===== src/hdl/cov_pkg.sv =====
// types and constants shared by the change-of-value monitor
`timescale 1ns / 1ps

package cov_pkg;

    // action codes of an input item
    localparam logic [1:0] ACT_START  = 2'd0;
    localparam logic [1:0] ACT_SAMPLE = 2'd1;
    localparam logic [1:0] ACT_FINISH = 2'd2;
    localparam logic [1:0] ACT_REPORT = 2'd3;

    // value type codes
    localparam logic [1:0] VT_BIT   = 2'd0;
    localparam logic [1:0] VT_FLOAT = 2'd1;
    localparam logic [1:0] VT_S32   = 2'd2;
    localparam logic [1:0] VT_U32   = 2'd3;

    // result kinds
    localparam logic [2:0] KIND_ACK    = 3'd0;
    localparam logic [2:0] KIND_COUNT  = 3'd1;
    localparam logic [2:0] KIND_BEGIN  = 3'd2;
    localparam logic [2:0] KIND_MEMBER = 3'd3;
    localparam logic [2:0] KIND_END    = 3'd4;

    // configuration register indexes
    localparam logic [2:0] CFG_MEMBER_COUNT = 3'd0;
    localparam logic [2:0] CFG_MONITOR_MASK = 3'd1;
    localparam logic [2:0] CFG_GROUP_MODE   = 3'd2;
    localparam logic [2:0] CFG_EPS_ZERO     = 3'd3;
    localparam logic [2:0] CFG_EPS_ONE      = 3'd4;
    localparam logic [2:0] CFG_EPS_TWO      = 3'd5;
    localparam logic [2:0] CFG_EPS_THREE    = 3'd6;

    localparam int CFG_DATA_W = 63;
    localparam int VALUE_W    = 64;

    typedef struct packed {
        logic [1:0]         action;
        logic [4:0]         member_index;
        logic [1:0]         value_type;
        logic signed [63:0] sample;
        logic [1:0]         eps_select;
        logic               report_every;
    } item_t;

    typedef struct packed {
        logic [2:0] kind;
        logic [4:0] member_out;
        logic       changed;
        logic [5:0] change_total;
        logic       last;
    } result_t;

    typedef enum logic [2:0] {
        ST_IDLE,
        ST_DIFF,
        ST_JUDGE,
        ST_FINISH,
        ST_REP_BEGIN,
        ST_REP_WALK
    } state_t;

endpackage


===== src/hdl/cov_track.sv =====
// tracked value store: registered synchronous read, zero until first written
`timescale 1ns / 1ps

module cov_track #(
    parameter int DEPTH = 32,
    parameter int AW    = (DEPTH > 1) ? $clog2(DEPTH) : 1
) (
    input  logic                        clk,
    input  logic                        rst_n,
    input  logic                        rd_en,
    input  logic [AW-1:0]               rd_addr,
    output logic [cov_pkg::VALUE_W-1:0] rd_data,
    input  logic                        wr_en,
    input  logic [AW-1:0]               wr_addr,
    input  logic [cov_pkg::VALUE_W-1:0] wr_data
);

    logic [cov_pkg::VALUE_W-1:0] mem [DEPTH];
    logic [cov_pkg::VALUE_W-1:0] rd_data_reg;
    logic [DEPTH-1:0]            valid_reg;
    logic                        rd_valid_reg;

    always_ff @(posedge clk)
    begin
        if (wr_en)
        begin
            mem[wr_addr] <= wr_data;
        end
        if (rd_en)
        begin
            rd_data_reg <= mem[rd_addr];
        end
    end

    // per-entry valid bits stand in for the all-zero reset of the store
    always_ff @(posedge clk or negedge rst_n)
    begin
        if (!rst_n)
        begin
            valid_reg    <= '0;
            rd_valid_reg <= 1'b0;
        end
        else
        begin
            if (wr_en)
            begin
                valid_reg[wr_addr] <= 1'b1;
            end
            if (rd_en)
            begin
                rd_valid_reg <= valid_reg[rd_addr];
            end
        end
    end

    assign rd_data = rd_valid_reg ? rd_data_reg : '0;

endmodule


===== src/hdl/change_of_value_monitor.sv =====
// change-of-value monitor top level: command decode, compare and report walk
`timescale 1ns / 1ps

// usage
//   input: an item is taken at a rising edge with start high and busy low;
//   start scan clears the change map and count and gives no result
//   results: at most one per cycle on result, marked by result_valid for one cycle;
//   the receiver has no way to hold them off, so each transfer is final
//   configuration: cfg_we, cfg_index, cfg_data are to be written by the user
//   only while the block is idle; the block itself does not enforce this
// sequence
//   sample: the tracking memory read, the registered absolute difference and
//   the compare-and-write-back step come before the ack; busy until the ack
//   shows, so a new sample is taken only once the last one is through
//   finish scan: the count is registered out of the finish state
//   report: begin, then a walk over each member below the effective count
//   (skipped members still take a step), then end; busy until end shows
// reset
//   control state and configuration clear at once; tracked values read as
//   zero through per-entry valid bits, so no clearing pass is needed
module change_of_value_monitor #(
    parameter int MAX_MEMBERS = 32
) (
    input  logic                          clk,
    input  logic                          rst_n,
    input  logic                          start,
    output logic                          busy,
    input  cov_pkg::item_t                item,
    output logic                          result_valid,
    output cov_pkg::result_t              result,
    input  logic                          cfg_we,
    input  logic [2:0]                    cfg_index,
    input  logic [cov_pkg::CFG_DATA_W-1:0] cfg_data
);

    // tracking depth: member indexes are five bits wide
    localparam int DEPTH = (MAX_MEMBERS < 32) ? MAX_MEMBERS : 32;
    localparam int AW    = (DEPTH > 1) ? $clog2(DEPTH) : 1;
    localparam logic [5:0] CAP = 6'(DEPTH);
    localparam logic [5:0] COUNT_SAT = 6'd32;

    // configuration
    logic [5:0]                    member_count_reg;
    logic [31:0]                   monitor_mask_reg;
    logic [2:0]                    group_mode_reg;
    logic [cov_pkg::CFG_DATA_W-1:0] eps_reg [4];

    // scan state
    cov_pkg::state_t state_reg, state_next;
    logic [31:0] change_map_reg, change_map_next;
    logic [5:0]  change_count_reg, change_count_next;

    // item held during its work
    logic [4:0]  idx_reg;
    logic [1:0]  type_reg;
    logic [63:0] sample_reg;
    logic [1:0]  sel_reg;
    logic        watched_reg;
    logic        all_reg;
    logic [31:0] t_reg;
    logic [63:0] d_reg, d_next;
    logic [5:0]  walk_reg, walk_next;

    // output register
    logic             out_valid_reg, out_valid_next;
    cov_pkg::result_t out_reg, out_next;

    // memory side
    logic [63:0] rd_data;
    logic        mem_wr_en;
    logic [63:0] mem_wr_data;
    logic        accept;

    // derived group figures
    logic [5:0]  eff_count;
    logic [31:0] range_mask;
    logic        any_watched;
    logic        active;
    logic        in_watched;

    // judge logic
    logic        chg;
    logic [63:0] nv;
    logic        s_ge;
    logic        member_bit;

    assign accept = start && (state_reg == cov_pkg::ST_IDLE);
    assign busy   = (state_reg != cov_pkg::ST_IDLE);

    assign eff_count   = (member_count_reg > CAP) ? CAP : member_count_reg;
    assign range_mask  = ~({32{1'b1}} << eff_count);
    assign any_watched = (eff_count != 6'd0)
                         && (group_mode_reg[0] || ((monitor_mask_reg & range_mask) != 32'd0));
    assign active      = group_mode_reg[1] || group_mode_reg[2] || any_watched;
    assign in_watched  = ({1'b0, item.member_index} < eff_count)
                         && (monitor_mask_reg[item.member_index] || group_mode_reg[0]);

    cov_track #(
        .DEPTH (DEPTH),
        .AW    (AW)
    ) u_track (
        .clk     (clk),
        .rst_n   (rst_n),
        .rd_en   (accept),
        .rd_addr (item.member_index[AW-1:0]),
        .rd_data (rd_data),
        .wr_en   (mem_wr_en),
        .wr_addr (idx_reg[AW-1:0]),
        .wr_data (mem_wr_data)
    );

    // absolute difference of signed q32.32 values, exact in 64 bits
    always_comb
    begin
        s_ge   = ($signed(sample_reg) >= $signed(rd_data));
        d_next = s_ge ? (sample_reg - rd_data) : (rd_data - sample_reg);
    end

    // change decision by type
    always_comb
    begin
        case (type_reg)
            cov_pkg::VT_BIT:
            begin
                nv  = {63'd0, (sample_reg != 64'd0)};
                chg = (t_reg[0] != nv[0]);
            end
            cov_pkg::VT_FLOAT:
            begin
                nv  = sample_reg;
                chg = (d_reg > {1'b0, eps_reg[sel_reg]});
            end
            cov_pkg::VT_S32:
            begin
                nv  = {{32{sample_reg[31]}}, sample_reg[31:0]};
                chg = (t_reg[31:0] != sample_reg[31:0]);
            end
            default:
            begin
                nv  = {32'd0, sample_reg[31:0]};
                chg = (t_reg[31:0] != sample_reg[31:0]);
            end
        endcase
    end

    assign member_bit  = change_map_reg[walk_reg[4:0]];
    assign mem_wr_data = nv;

    // next state and outputs
    always_comb
    begin
        state_next        = state_reg;
        change_map_next   = change_map_reg;
        change_count_next = change_count_reg;
        walk_next         = walk_reg;
        out_valid_next    = 1'b0;
        out_next          = '0;
        mem_wr_en         = 1'b0;

        unique case (state_reg)
            cov_pkg::ST_IDLE:
            begin
                if (accept)
                begin
                    unique case (item.action)
                        cov_pkg::ACT_START:
                        begin
                            change_map_next   = 32'd0;
                            change_count_next = 6'd0;
                        end
                        cov_pkg::ACT_SAMPLE:
                        begin
                            state_next = cov_pkg::ST_DIFF;
                        end
                        cov_pkg::ACT_FINISH:
                        begin
                            state_next = cov_pkg::ST_FINISH;
                        end
                        default:
                        begin
                            state_next = cov_pkg::ST_REP_BEGIN;
                            walk_next  = 6'd0;
                        end
                    endcase
                end
            end
            cov_pkg::ST_DIFF:
            begin
                state_next = cov_pkg::ST_JUDGE;
            end
            cov_pkg::ST_JUDGE:
            begin
                state_next = cov_pkg::ST_IDLE;
                if (watched_reg && chg)
                begin
                    mem_wr_en                = 1'b1;
                    change_map_next[idx_reg] = 1'b1;
                    if (change_count_reg < COUNT_SAT)
                    begin
                        change_count_next = change_count_reg + 6'd1;
                    end
                end
                out_valid_next        = 1'b1;
                out_next.kind         = cov_pkg::KIND_ACK;
                out_next.member_out   = idx_reg;
                out_next.changed      = watched_reg && chg;
                out_next.change_total = change_count_next;
                out_next.last         = 1'b1;
            end
            cov_pkg::ST_FINISH:
            begin
                state_next            = cov_pkg::ST_IDLE;
                out_valid_next        = 1'b1;
                out_next.kind         = cov_pkg::KIND_COUNT;
                out_next.change_total = active ? change_count_reg : 6'd1;
                out_next.last         = 1'b1;
            end
            cov_pkg::ST_REP_BEGIN:
            begin
                state_next            = cov_pkg::ST_REP_WALK;
                out_valid_next        = 1'b1;
                out_next.kind         = cov_pkg::KIND_BEGIN;
                out_next.change_total = change_count_reg;
            end
            cov_pkg::ST_REP_WALK:
            begin
                out_next.change_total = change_count_reg;
                if (walk_reg < eff_count)
                begin
                    walk_next = walk_reg + 6'd1;
                    if (all_reg || member_bit)
                    begin
                        out_valid_next      = 1'b1;
                        out_next.kind       = cov_pkg::KIND_MEMBER;
                        out_next.member_out = walk_reg[4:0];
                        out_next.changed    = member_bit;
                    end
                end
                else
                begin
                    state_next     = cov_pkg::ST_IDLE;
                    out_valid_next = 1'b1;
                    out_next.kind  = cov_pkg::KIND_END;
                    out_next.last  = 1'b1;
                end
            end
            default:
            begin
                state_next = cov_pkg::ST_IDLE;
            end
        endcase
    end

    // control state
    always_ff @(posedge clk or negedge rst_n)
    begin
        if (!rst_n)
        begin
            state_reg        <= cov_pkg::ST_IDLE;
            change_map_reg   <= 32'd0;
            change_count_reg <= 6'd0;
            walk_reg         <= 6'd0;
            out_valid_reg    <= 1'b0;
        end
        else
        begin
            state_reg        <= state_next;
            change_map_reg   <= change_map_next;
            change_count_reg <= change_count_next;
            walk_reg         <= walk_next;
            out_valid_reg    <= out_valid_next;
        end
    end

    // configuration registers
    always_ff @(posedge clk or negedge rst_n)
    begin
        if (!rst_n)
        begin
            member_count_reg <= 6'd0;
            monitor_mask_reg <= 32'd0;
            group_mode_reg   <= 3'd0;
            eps_reg[0]       <= '0;
            eps_reg[1]       <= '0;
            eps_reg[2]       <= '0;
            eps_reg[3]       <= '0;
        end
        else if (cfg_we)
        begin
            unique case (cfg_index)
                cov_pkg::CFG_MEMBER_COUNT: member_count_reg <= cfg_data[5:0];
                cov_pkg::CFG_MONITOR_MASK: monitor_mask_reg <= cfg_data[31:0];
                cov_pkg::CFG_GROUP_MODE:   group_mode_reg   <= cfg_data[2:0];
                cov_pkg::CFG_EPS_ZERO:     eps_reg[0]       <= cfg_data;
                cov_pkg::CFG_EPS_ONE:      eps_reg[1]       <= cfg_data;
                cov_pkg::CFG_EPS_TWO:      eps_reg[2]       <= cfg_data;
                cov_pkg::CFG_EPS_THREE:    eps_reg[3]       <= cfg_data;
                default:
                begin
                end
            endcase
        end
    end

    // payload registers
    always_ff @(posedge clk)
    begin
        if (accept)
        begin
            idx_reg     <= item.member_index;
            type_reg    <= item.value_type;
            sample_reg  <= item.sample;
            sel_reg     <= item.eps_select;
            watched_reg <= in_watched;
            all_reg     <= item.report_every || !any_watched || !group_mode_reg[2];
        end
        if (state_reg == cov_pkg::ST_DIFF)
        begin
            t_reg <= rd_data[31:0];
            d_reg <= d_next;
        end
        out_reg <= out_next;
    end

    assign result_valid = out_valid_reg;
    assign result       = out_reg;

endmodule


===== config.mk =====
export PLATFORM = sky130hd
export DESIGN_NAME = change_of_value_monitor
export DESIGN_NICKNAME = d
export VERILOG_FILES = /design/src/hdl/cov_pkg.sv /design/src/hdl/cov_track.sv /design/src/hdl/change_of_value_monitor.sv
export SDC_FILE = /design/constraint.sdc
export NUM_CORES = 2
export LEC_CHECK = 0
export BUFFER_PORTS_ARGS = -buffer_cell sky130_fd_sc_hd__buf_2
export CAP_MARGIN = 30
export CORE_MARGIN = 2
export CORE_UTILIZATION = 35
export DETAILED_ROUTE_END_ITERATION = 16
export GPL_ROUTABILITY_DRIVEN = 1
export PLACE_DENSITY = 0.51
export RECOVER_POWER = 100
export SLEW_MARGIN = 20
export SYNTH_ARGS = -nofsm -noshare
export SYNTH_HDL_FRONTEND = slang
export SYNTH_HIERARCHICAL = 1
export SYNTH_SLANG_ARGS = --single-unit

===== constraint.sdc =====
create_clock -name clk -period 19.2 [get_ports clk]
set_input_delay 0.96 -clock clk [delete_from_list [all_inputs] [get_ports clk]]
set_output_delay 0.96 -clock clk [all_outputs]
set_load 0.02 [all_outputs]

Word level (Yosys, flattened, before mapping):

Memories as Yosys holds them, arrays and structs flattened. A register that Yosys moved wholly into a read port is not among the register bits.
Index checks and enable logic that the tools add are counted.

* add/sub/neg operators: 4
* order comparisons: 11
* equal/unequal tests: 24
* shift operators: 1
* muxes and demuxes: 49
* bitwise operators: 5
* reductions and logical operators: 39

Operators with widths (count)
* $pmux 64 s3: 1
* $mux 64: 2
* $sub 64x64->64: 2
* $bmux 63 s2: 1
* $mux 63: 2
* $mux 32: 3
* $ge 64x64->1: 1
* $gt 64x63->1: 1
* $or 32x32->32: 2
* $pmux 32 s2: 1
* $reduce_bool 64->1: 1
* $mux 6: 10
* $pmux 6 s2: 3
* $and 32x32->32: 1
* $ne 32x32->1: 1
* $not 32->32: 1
* $reduce_bool 32->1: 1
* $shl 32x6->32 const A: 1
* $lt 5x6->1 const B: 3
* $pmux 3 s3: 2
* $pmux 6 s3: 1
* $bmux 1 s5: 3
* $eq 3x3->1 const B: 5
* $reduce_and 2->1: 7
* 33 further kinds: 77

* register bits after elaboration: 561
* memory bits (writable): 2048
* output and inout port bits: 18
* memories: 1

Memory list
* u_track.mem: depth 32, bits a word 64, read ports 1, clocked after memory_dff 1, write ports 1, line cov_track.sv:18 `logic [cov_pkg::VALUE_W-1:0] mem [DEPTH];`

Longest topological paths before layout:

* depth after elaboration: 11
* gate-level depth with buffers: 18
* mapped depth without buffers: 14

By module:

Netlist, hierarchy kept.

By module, submodules not included
* cov_track: instances 1, cells each 3278, area each 81483.1 µm²
* change_of_value_monitor: instances 1, cells each 2948, area each 32087.0 µm²

Worst setup path after synthesis:

Ideal clock, no wire load.

* path type: flip-flop to flip-flop
* start: reg state_reg[0]
* end: reg d_reg[0], enable pin
* arrival: 7.577 ns
* slack: 10.935 ns
* stages on the path, launching flop included: 3
* clock period less this slack: 8.265 ns
* cell sequence: dfrtp_1 clkbuf_1 nor3b_1

* cells in the longest elaborated chain, start to end: 1

RTL lines
* start, declared: line change_of_value_monitor.sv:49 `cov_pkg::state_t state_reg, state_next;`
* start signal, assigned: line change_of_value_monitor.sv:259 `state_reg <= cov_pkg::ST_IDLE;`
* start signal, assigned: line change_of_value_monitor.sv:267 `state_reg <= state_next;`
* $eq 3x1->1: line change_of_value_monitor.sv:317 `if (state_reg == cov_pkg::ST_DIFF)`
* end signal, assigned: line change_of_value_monitor.sv:320 `d_reg <= d_next;`
* end, declared: line change_of_value_monitor.sv:61 `logic [63:0] d_reg, d_next;`

No other way between the ends.
A chain may end at the register's enable or synchronous reset.

Worst setup path after layout:

* start: reg sel_reg[0]
* end: mem u_track/mem[4][7] in the netlist's numbering, enable pin

* cells in the longest elaborated chain, start to end: 11

RTL lines
* start, declared: line change_of_value_monitor.sv:57 `logic [1:0] sel_reg;`
* start signal, assigned: line change_of_value_monitor.sv:313 `sel_reg <= item.eps_select;`
* $not 2->3 (implied by the code): line change_of_value_monitor.sv:131 `chg = (d_reg > {1'b0, eps_reg[sel_reg]});`
* $bmux 63 s2: line change_of_value_monitor.sv:131
* $mux 63 (implied by the code) (2 in a row): line change_of_value_monitor.sv:131
* $gt 64x63->1: line change_of_value_monitor.sv:131
* $pmux 1 s2: line change_of_value_monitor.sv:122 `case (type_reg)`
* $logic_and 1x1->1: line change_of_value_monitor.sv:194 `if (watched_reg && chg)`
* $mux 1: line change_of_value_monitor.sv:194
* $mux 1: line change_of_value_monitor.sv:160 `unique case (state_reg)`
* $mux 1: line cov_track.sv:25 `if (wr_en)`
* $mux 1 (implied by the code): line cov_track.sv:27 `mem[wr_addr] <= wr_data;`
* end, declared: line cov_track.sv:18

No other way between the ends. The select of a mux whose other input is x is not followed.

==> qor.csv <==
stage,metric,value,unit
routing,wl_per_cell,32.3,µm
floorplan,core,323000,µm²
finish,largest_reg_flops,2048,
floorplan,die_area,329000,µm²
power,intPower,11.4,mW
run_status,outcome,"finished, violations left",
synthesis,synth_top_flop_cell,edfxtp_1,
job,maxCapViolCount,112,
floorplan,start_util,35.1,%
global_route,grt_pass1_wl,502000,µm
sta,setup_viol,0,
critical_path,reg2reg_depth,15,
routing,drtIter0Drc,7147,
sta,fmax,82.1,MHz
synthesis,synthArstFlopShare,14.0,%
floorplan,io-pin-count,164,
floorplan,dieHeight,574,µm
sta,slew-limit-headroom,-285,%
power,p_total,16.3,mW
routing,first_pass_iters,6,
critical_path,worst-path-buf-inv,6,
synthesis,synth_warnings,6,
sta,grt_setup_unrepaired,no,
critical_path,cpMaxStageDelayCell,clkbuf_1,
critical_path,crit_top_cell,clkbuf_1,
critical_path,cp.required,19750,ps
sta,timing.final.crit_share,63.4,%
sta,tightest_slew,5770,ps
global_route,grt_usage,21.5,%
power,powerDensity,127,nW/µm²
floorplan,fp-row-count,209,
critical_path,cp.depth,15,
clock_network,clock_latency,930,ps
power,clkPwrFrac,33.9,%
run_status,failed_checks,"capacitance limit, slew limit",
power,sw_frac_of_total,29.9,%
clock_network,cts_root_buf,clkbuf_16,
critical_path,startpoint_type,flip-flop,
critical_path,arrival,12730,ps
critical_path,cp_max_fo,41,
synthesis,netlist_instances,6226,
finish,finalCoreUtilization,39.8,%
synthesis,ys_ff_latch,2673,
sta,final_max_slew_viol_count,3716,
clock_network,ctsHoldBuffers,0,
critical_path,cp-end-kind,flip-flop,
routing,drc,0,
power,p_switching,4.88,mW
routing,vias_per_cell,5.60,
synthesis,syn_area,114000,µm²
sta,finalSetupTns,0,ps
power,ir_worst_vdd,0.0830,mV
place,dp_hpwl,243000,µm
critical_path,critPathLaunch,sel_reg[0]$_DFFE_PP_,
global_route,grt_max_degree,128,
clock_network,tritoncts,built,
routing,ant_nets,0,
finish,drive_gt1_share,24.4,%
clock_network,cts_buffers,291,
power,combPwrFrac,20.2,%
finish,mostFrequentLayoutCell,edfxtp_1,
critical_path,critPathMaxStageDelay,2690,ps
critical_path,timing.rr.start,sel_reg[0]$_DFFE_PP_,
global_route,antenna_found_initial,47,
clock_network,cts_buffer_depth,4,
clock_network,htreeDepth,5,
global_route,overflow,0,
power,p_leak,43.8,nW
synthesis,ys_types,87,
finish,final_cell_mix,"edfxtp_1, mux4_2, dfrtp_1, mux2_2, clkbuf_16",
clock_network,ctsResizeCount,0,
synthesis,synth_edf_count,2283,
sta,skew,78.0,ps
finish,fillers,29300,
synthesis,synth_nets,6578,
synthesis,yosysSeqAreaShare,68.9,%
floorplan,die_w,574,µm
critical_path,regToRegEndpoint,u_track/mem[4][7]$_DFFE_PP_,
worst_hold_path,hold_class,primary input to flip-flop,
critical_path,crit_type,flip-flop to flip-flop,
sta,hold_violations,0,
clock_network,cts_setup_buffers,0,
sta,layout_min_cycle_time,12180,ps
global_route,grt_pass1_vias,62100,
power,power_frac_seq,45.9,%
clock_network,clk_transition_reported_paths,60,ps
clock_network,clock_sinks,2673,
critical_path,worstSetupEndpoint,u_track/mem[4][7]$_DFFE_PP_,
place,routabilityCongestion,0.946,
routing,vias,62400,
place,io_buffers,163,
critical_path,r2r_setup_slack,7020,ps
finish,finalNetCount,6894,
finish,syn_to_final_growth,13.4,%
critical_path,crit_family,buffers and inverters,
routing,wl,360000,µm
synthesis,syn_avg_cell_area,18.2,µm²
critical_path,cp_cell_sequence,clkbuf_1 > clkbuf_1 > mux4_2 > inv_1 > ha_1 > nand4_1 > nor4_1 > o21ai_0 > a31o_2 > a21oi_1 > clkbuf_1 > or3b_1 > nor2_1 > clkbuf_1 > buf_16,
worst min-delay path by stage:
stage | startpoint | to | slack, ps | cells after the start
floorplan | u_track/valid_reg[22]$_DFFE_PN0P_ | u_track/valid_reg[22]$_DFFE_PN0P_ | 430 | 1
global placement | u_track/valid_reg[7]$_DFFE_PN0P_ | u_track/valid_reg[7]$_DFFE_PN0P_ | 450 | 1
detailed placement | u_track/valid_reg[7]$_DFFE_PN0P_ | u_track/valid_reg[7]$_DFFE_PN0P_ | 450 | 1
CTS | rst_n | eps_reg[21]$_DFFE_PN0P_ | 100 | 1
global route | item[2] | sel_reg[1]$_DFFE_PP_ | 220 | 1
finish | item[2] | sel_reg[1]$_DFFE_PP_ | 250 | 1
layer usage:
layer	global-route usage, %	vias to the layer above	wire (µm)	part of all wire, %
li1	-	25700	-	-
met1	30.7	33800	157000	44
met2	34.0	2409	168000	47
met3	3.20	479	23300	6.5
met4	6.35	12	11400	3.2
met5	0	-	87	0.024
power groups by stage:
stage                     registers, mW  logic (mW)  clock network [mW]
final                              7.49        3.30                5.53
after global routing               7.53        3.52                5.88
after CTS                          7.45        3.35                5.65
after detailed placement           7.57        3.34                   0
after global placement             7.56        3.31                   0
after floorplan                    7.41        1.99                   0
logic make-up after synthesis:
logic type | Yosys count | synth area share (%)
buf+inv | 570 | 2.18
fa+ha+maj | 206 | 2.28
xor+xnor | 98 | 0.756
simple gates | 730 | 3.28
mux | 1129 | 17.9
compound gates | 820 | 4.77
flops | 2673 | 68.9
cells in the mapped netlist, types with 9 or more instances:
library cell  instances  area, µm²
a211oi_1             11       82.6
edfxtp_1           2283      68600
o21bai_1             59        443
nor4_1               33        206
nor3_1               40        200
mux2_2              359       4040
nor2b_1              30        188
buf_1                44        165
a31oi_1              14       87.6
mux2i_1              88        881
a221o_1              14        140
nor3b_1               9       67.6
mux4_2              681      15300
nand2_1             164        616
or2_2                40        250
xnor2_1              63        552
o21a_1               11       82.6
xor2_1               35        307
dfxtp_1              16        320
buf_4                44        330
buf_2                84        420
o22a_1                9       78.8
o221ai_1              9       78.8
o211ai_1             20        150
dfrtp_1             374       9360
a21oi_1             259       1300
nor2_1              179        672
o21ai_0             125        626
and2_1               71        444
nand3_1              23        115
nand4_1              71        444
clkbuf_1            143        537
a21boi_0             10       75.1
inv_1               244        916
a21o_1              129        968
ha_1                204       2550
o21ai_1               9       45.0
o22ai_1              23        144
a32o_1               33        330
nand2b_1             20        125
nand3b_1             12       90.1
layout make-up:
class	instances	area [µm²]	area share, %
flip-flops and latches	2673	78200	60.8
clock buffers	372	7780	6.04
well taps	4325	5410	4.20
repair buffers	348	1820	1.41
inverters	245	920	0.714
diodes	28	70.1	0.0544
clock inverters	154	1530	1.19
multi-input cells	2983	33000	25.6
stage by stage:
stage	instance area, µm²	hold slack [ps]	instances	worst slack, ps
final	129000	252	11100	7020
after global placement	120000	448	10500	11830
after CTS	130000	101	11100	11700
after floorplan	114000	434	6226	10940
after detailed placement	120000	447	10600	11730
after global routing	129000	222	11100	5770
(Power assumes the default switching activity.)
